[src/sv/tme_pkg.sv]
`timescale 1ns / 1ps
// ============================================================================
// tme_pkg: shared types and constants of the tape machine execute unit
// Tape geometry, operation codes and the command and status bundles that
// pass between the controller and the datapath.
// ============================================================================
package tme_pkg;

    // tape geometry
    localparam int TAPE_CELLS = 32768;
    localparam int ADDR_W     = $clog2(TAPE_CELLS);

    // fixed field widths
    localparam int OP_W   = 4;
    localparam int AMT_W  = 15;
    localparam int OFFS_W = 16;
    localparam int HEAD_W = 15;

    // working widths for head moves and target sums
    localparam int MOVE_W = ((ADDR_W > AMT_W) ? ADDR_W : AMT_W) + 1;
    localparam int TSUM_W = ((ADDR_W > OFFS_W) ? ADDR_W : OFFS_W) + 2;

    typedef logic [ADDR_W-1:0] addr_t;
    typedef logic [MOVE_W-1:0] move_t;
    typedef logic [TSUM_W-1:0] tsum_t;
    typedef logic [HEAD_W-1:0] head_pos_t;
    typedef logic [OP_W-1:0]   op_t;

    localparam addr_t HEAD_MAX = addr_t'(TAPE_CELLS - 1);
    localparam move_t MOVE_MAX = move_t'(TAPE_CELLS - 1);
    localparam tsum_t TSUM_MAX = tsum_t'(TAPE_CELLS - 1);

    // operation codes
    localparam op_t OP_ADD     = 4'd0;
    localparam op_t OP_SUB     = 4'd1;
    localparam op_t OP_RIGHT   = 4'd2;
    localparam op_t OP_LEFT    = 4'd3;
    localparam op_t OP_OUT     = 4'd4;
    localparam op_t OP_IN      = 4'd5;
    localparam op_t OP_TEST    = 4'd6;
    localparam op_t OP_CLOSE   = 4'd7;
    localparam op_t OP_CLEAR   = 4'd8;
    localparam op_t OP_SET     = 4'd9;
    localparam op_t OP_SCANR   = 4'd10;
    localparam op_t OP_SCANL   = 4'd11;
    localparam op_t OP_MOVEADD = 4'd12;
    localparam op_t OP_DIST    = 4'd13;

    // controller to datapath
    typedef struct packed {
        logic load;       // latch an input beat, compute targets
        logic exec;       // first step on the current cell
        logic scan;       // one scan step
        logic look;       // sample the cell under a moved head
        logic wr_first;   // add into first target
        logic wr_second;  // add into second target
        logic wr_zero;    // clear the current cell
        logic clr_write;  // one step of the tape clearing pass
        logic emit;       // load the output register
    } cmd_t;

    // datapath to controller
    typedef struct packed {
        op_t  op;
        logic clr_last;
        logic scan_stop;
        logic out_busy;
    } sts_t;

endpackage

[src/sv/tme_ctrl.sv]
`timescale 1ns / 1ps
// ============================================================================
// tme_ctrl: sequencer of the tape machine execute unit
// Steps each operation through its tape accesses and hands the datapath
// one command bundle per cycle.
// ============================================================================
module tme_ctrl (
    input  logic          clk,
    input  logic          rst_n,
    input  logic          in_valid,
    input  tme_pkg::sts_t sts,
    output tme_pkg::cmd_t cmd,
    output logic          in_stall
);

    localparam logic [3:0] S_CLEAR = 4'd0;
    localparam logic [3:0] S_IDLE  = 4'd1;
    localparam logic [3:0] S_EXEC  = 4'd2;
    localparam logic [3:0] S_SCAN  = 4'd3;
    localparam logic [3:0] S_LOOK  = 4'd4;
    localparam logic [3:0] S_WR1   = 4'd5;
    localparam logic [3:0] S_WR2   = 4'd6;
    localparam logic [3:0] S_WRZ   = 4'd7;
    localparam logic [3:0] S_DONE  = 4'd8;

    logic [3:0] state_reg;
    logic [3:0] state_next;

    // state register; the clearing pass runs first after reset
    always_ff @(posedge clk or negedge rst_n)
    begin
        if (!rst_n)
        begin
            state_reg <= S_CLEAR;
        end
        else
        begin
            state_reg <= state_next;
        end
    end

    assign in_stall = (state_reg != S_IDLE);

    // next state and commands
    always_comb
    begin
        state_next = state_reg;
        cmd        = '0;
        case (state_reg)
            S_CLEAR:
            begin
                cmd.clr_write = 1'b1;
                if (sts.clr_last)
                begin
                    state_next = S_IDLE;
                end
            end
            S_IDLE:
            begin
                if (in_valid)
                begin
                    cmd.load   = 1'b1;
                    state_next = S_EXEC;
                end
            end
            S_EXEC:
            begin
                cmd.exec = 1'b1;
                case (sts.op)
                    tme_pkg::OP_RIGHT,
                    tme_pkg::OP_LEFT:   state_next = S_LOOK;
                    tme_pkg::OP_SCANR,
                    tme_pkg::OP_SCANL:  state_next = sts.scan_stop ? S_DONE : S_SCAN;
                    tme_pkg::OP_MOVEADD,
                    tme_pkg::OP_DIST:   state_next = S_WR1;
                    default:            state_next = S_DONE;
                endcase
            end
            S_SCAN:
            begin
                cmd.scan = 1'b1;
                if (sts.scan_stop)
                begin
                    state_next = S_DONE;
                end
            end
            S_LOOK:
            begin
                cmd.look   = 1'b1;
                state_next = S_DONE;
            end
            S_WR1:
            begin
                cmd.wr_first = 1'b1;
                state_next   = (sts.op == tme_pkg::OP_DIST) ? S_WR2 : S_WRZ;
            end
            S_WR2:
            begin
                cmd.wr_second = 1'b1;
                state_next    = S_WRZ;
            end
            S_WRZ:
            begin
                cmd.wr_zero = 1'b1;
                state_next  = S_DONE;
            end
            S_DONE:
            begin
                if (!sts.out_busy)
                begin
                    cmd.emit   = 1'b1;
                    state_next = S_IDLE;
                end
            end
            default:
            begin
                state_next = S_IDLE;
            end
        endcase
    end

endmodule

[config.mk]
export PLATFORM = sky130hd
export DESIGN_NAME = tme_ctrl
export DESIGN_NICKNAME = d
export VERILOG_FILES = /design/src/sv/tme_pkg.sv /design/src/sv/tme_ctrl.sv
export SDC_FILE = /design/constraint.sdc
export NUM_CORES = 1
export LEC_CHECK = 0
export BUFFER_PORTS_ARGS = -buffer_cell sky130_fd_sc_hd__buf_2
export CORE_AREA = 2 2 39 41
export CTS_CLUSTER_DIAMETER = 200
export CTS_CLUSTER_SIZE = 10
export DETAILED_ROUTE_END_ITERATION = 8
export DIE_AREA = 0 0 41 43
export GPL_TIMING_DRIVEN = 0
export PLACE_DENSITY = 0.61
export SLEW_MARGIN = 10
export SYNTH_ARGS = -nofsm -noshare
export SYNTH_HDL_FRONTEND = slang
export SYNTH_SLANG_ARGS = --single-unit
[constraint.sdc]
create_clock -name clk -period 1.5 [get_ports clk]
set_input_delay 0.3 -clock clk [delete_from_list [all_inputs] [get_ports clk]]
set_output_delay 0.3 -clock clk [all_outputs]
set_load 0.05 [all_outputs]
==> results.tsv <==
stage	metric	value	unit
outcome	outcome	finished with violations	
outcome	failed_checks	negative setup slack	
route	wire_per_inst	12.8	µm
pwr	ir_drop	0.000805	V
die	rows	14	
yosys	synth_cells	58	
clock_tree	cts_root_buf	clkbuf_4	
clock_tree	htreeDepth	1	
clock_tree	cts.sinks	4	
yosys	synth_edf_count	0	
pwr	p_int	0.888	mW
placement	dp_slack	-25.7	ps
critical_path	path_max_fanout	7	
route	drc_errors	0	
flow_run	drv_cap	0	
critical_path	crit_arrival	1240	ps
sta	min_period	1540	ps
layout	n_antenna_cell	0	
critical_path	cp-start-kind	flip-flop	
yosys	syn_area_per_cell	7.33	µm²
yosys	ys_warn_count	0	
worst_hold_path	hp-class	in2async	
critical_path	ff2ff_path_depth	6	
route	drt_iter0_drc	10	
route	wirelength	1420	µm
pwr	switchingPower	0.807	mW
layout	largest_reg_flops	4	
route	antenna_left	0	
sta	tightestPinTransition	251	ps
pwr	p_leak	0.404	nW
pwr	p_comb_frac	0.807	
layout	regArea	101	µm²
yosys	yosysSeqAreaShare	0.235	
clock_tree	clock_tree.buffer_depth	2	
pwr	pwr-share-clk	0.078	
placement	dp_hpwl	884	µm
die	die_x	41	µm
clock_tree	cts_tree	done	
sta	slew_headroom	0.829	
sta	fmax	647	MHz
yosys	synth_cell_types	27	
placement	dp_cells	93	
placement	portBuffers	19	
pwr	seq_power_share	0.115	
pwr	swShare	0.476	
placement	gp_congestion	0.873	
global_route	grt_overflow	0	
die	initial_core_util	0.307	
critical_path	r2r-start	state_reg[0]$_DFFE_PN0P_	
sta	fin_ws	-44.8	ps
die	die_y	43	µm
critical_path	worstSetupPathType	reg2out	
die	io_pins	20	
global_route	grt_max_degree	9	
critical_path	ff2ff_setup_slack	0	ps
clock_tree	cts_buffers	3	
die	core	0.00138	mm²
global_route	antenna_found_initial	0	
sta	hold_viol_final	0	
route	vias	568	
critical_path	r2r-end	state_reg[0]$_DFFE_PN0P_	
layout	drive_above_1_share	0.653	
layout	area_growth	105	%
global_route	grt_util_all_layers	0.186	
yosys	async_reset_ff_frac	1.00	
pwr	p_per_area	1940	mW/mm²
sta	drv_slew	0	
clock_tree	clk_pin_slew	40	ps
sta	rsz0062_at_grt	true	
critical_path	critPathRequiredTime	1200	ps
layout	multi_input_area	393	µm²
route	drtPass1Iterations	4	
yosys	synth_seq_cells	4	
layout	nets	107	
yosys	syn-num-nets	68	
yosys	ys.flop_type	dfrtp_1	
yosys	syn-cell-area	425	µm²
global_route	grt_pass1_wl	2240	µm
sta	fin_worst_skew	1.02	ps
layout	fin_cells	111	
critical_path	cp-end-kind	output port	
sta	finalSetupViolCount	8	
layout	n_fill_cell	106	
clock_tree	clock_latency	230	ps
route	viasPerCell	5.12	
die	die-area	0.00176	mm²
sta	timing.final.crit_share	1.03	
global_route	grt_pass1_vias	541	
worst max path at each step:
stage                                         from  endpoint  depth (start not counted)
after detailed placement  state_reg[2]$_DFFE_PN0P_    cmd[5]                          4
after global placement    state_reg[2]$_DFFE_PN0P_    cmd[5]                          4
final                     state_reg[0]$_DFFE_PN0P_    cmd[1]                          3
after global routing      state_reg[0]$_DFFE_PN0P_    cmd[1]                          3
after floorplan           state_reg[2]$_DFFE_PN0P_    cmd[2]                          3
after CTS                 state_reg[0]$_DFFE_PN0P_    cmd[1]                          3
worst max-delay path, stage by stage (launching register included):
cell     delay (ps)
dfrtp_1         390
buf_6           150
nor4_4          270
buf_6           190
power groups by stage:
stage                     Clock, mW  Sequential (mW)  Combinational, mW
after global placement            0            0.191              0.869
after CTS                     0.139            0.186               1.21
after detailed placement          0            0.187              0.874
after global routing          0.151            0.200               1.46
after floorplan                   0            0.178              0.719
final                         0.133            0.195               1.37
area by class of cell:
cell class              count  share of cell area
multi-input cells          49               0.451
well taps                  16              0.0230
inverters                   1             0.00717
plain buffers               4              0.0560
repair buffers             34               0.321
flip-flops and latches      4               0.116
clock buffers               3              0.0258
metal layers:
| metal | global-route usage | part of all wire | vias to the layer above | routed length [µm] |
|---|---|---|---|---|
| li1 | - | - | 287 | - |
| met1 | 0.232 | 0.46 | 265 | 658 |
| met2 | 0.297 | 0.51 | 16 | 724 |
| met3 | 0.0471 | 0.027 | 0 | 38 |
| met4 | 0.0600 | 0 | 0 | 0 |
| met5 | 0 | 0 | - | 0 |
synth_stat cells, types with 2 or more instances:
library cell / number / area [µm²]
a21boi_0: 2 / 15.0
a21oi_1: 2 / 10.0
and2b_1: 2 / 15.0
and3_1: 3 / 18.8
buf_2: 2 / 10.0
dfrtp_1: 4 / 100
nand2_1: 7 / 26.3
nand2b_1: 3 / 18.8
nor2_1: 7 / 26.3
nor3_1: 4 / 20.0
o21ai_0: 6 / 30.0
per-stage QoR:
| stage | power [mW] | util | hold slack (ps) | setup TNS [ps] | area [µm²] |
|---|---|---|---|---|---|
| final | 1.70 | 0.630 | 398 | -195 | 872 |
| after global routing | 1.81 | 0.630 | 399 | -825 | 872 |
| after CTS | 1.53 | 0.575 | 388 | -163 | 796 |
| after detailed placement | 1.06 | 0.418 | 107 | -41.2 | 578 |
| after global placement | 1.06 | 0.418 | 103 | -18.2 | 578 |
| after floorplan | 0.897 | - | 4.41 | -725 | 463 |
layout by cell type (no fill, tap or decap), types with 3 or more instances in the layout:
cell type | Yosys | layout
buf_4 | 1 | 13
nor2_4 | 0 | 3
buf_2 | 2 | 9
nand2_1 | 7 | 4
nor3_2 | 0 | 3
o21ai_0 | 6 | 6
buf_6 | 1 | 13
clkbuf_4 | 0 | 3
nand2_2 | 1 | 3
dfrtp_1 | 4 | 3
cell families (layout without fill, tap and decap cells):
logic type	after synthesis	in the layout	synth area share
simple gates	33	33	0.418
compound gates	15	15	0.247
buf+inv	5	42	0.0765
flops	4	4	0.235
mux	1	1	0.0235
timing repair:
action,in CTS,in global routing
pin swaps,4,2
setup buffers,11,3
gates resized for setup,33,15
hold buffers,1,0
endpoints found under the hold margin,4,0
setup endpoints to repair,10,10
Power figures use the tool's default switching activity.
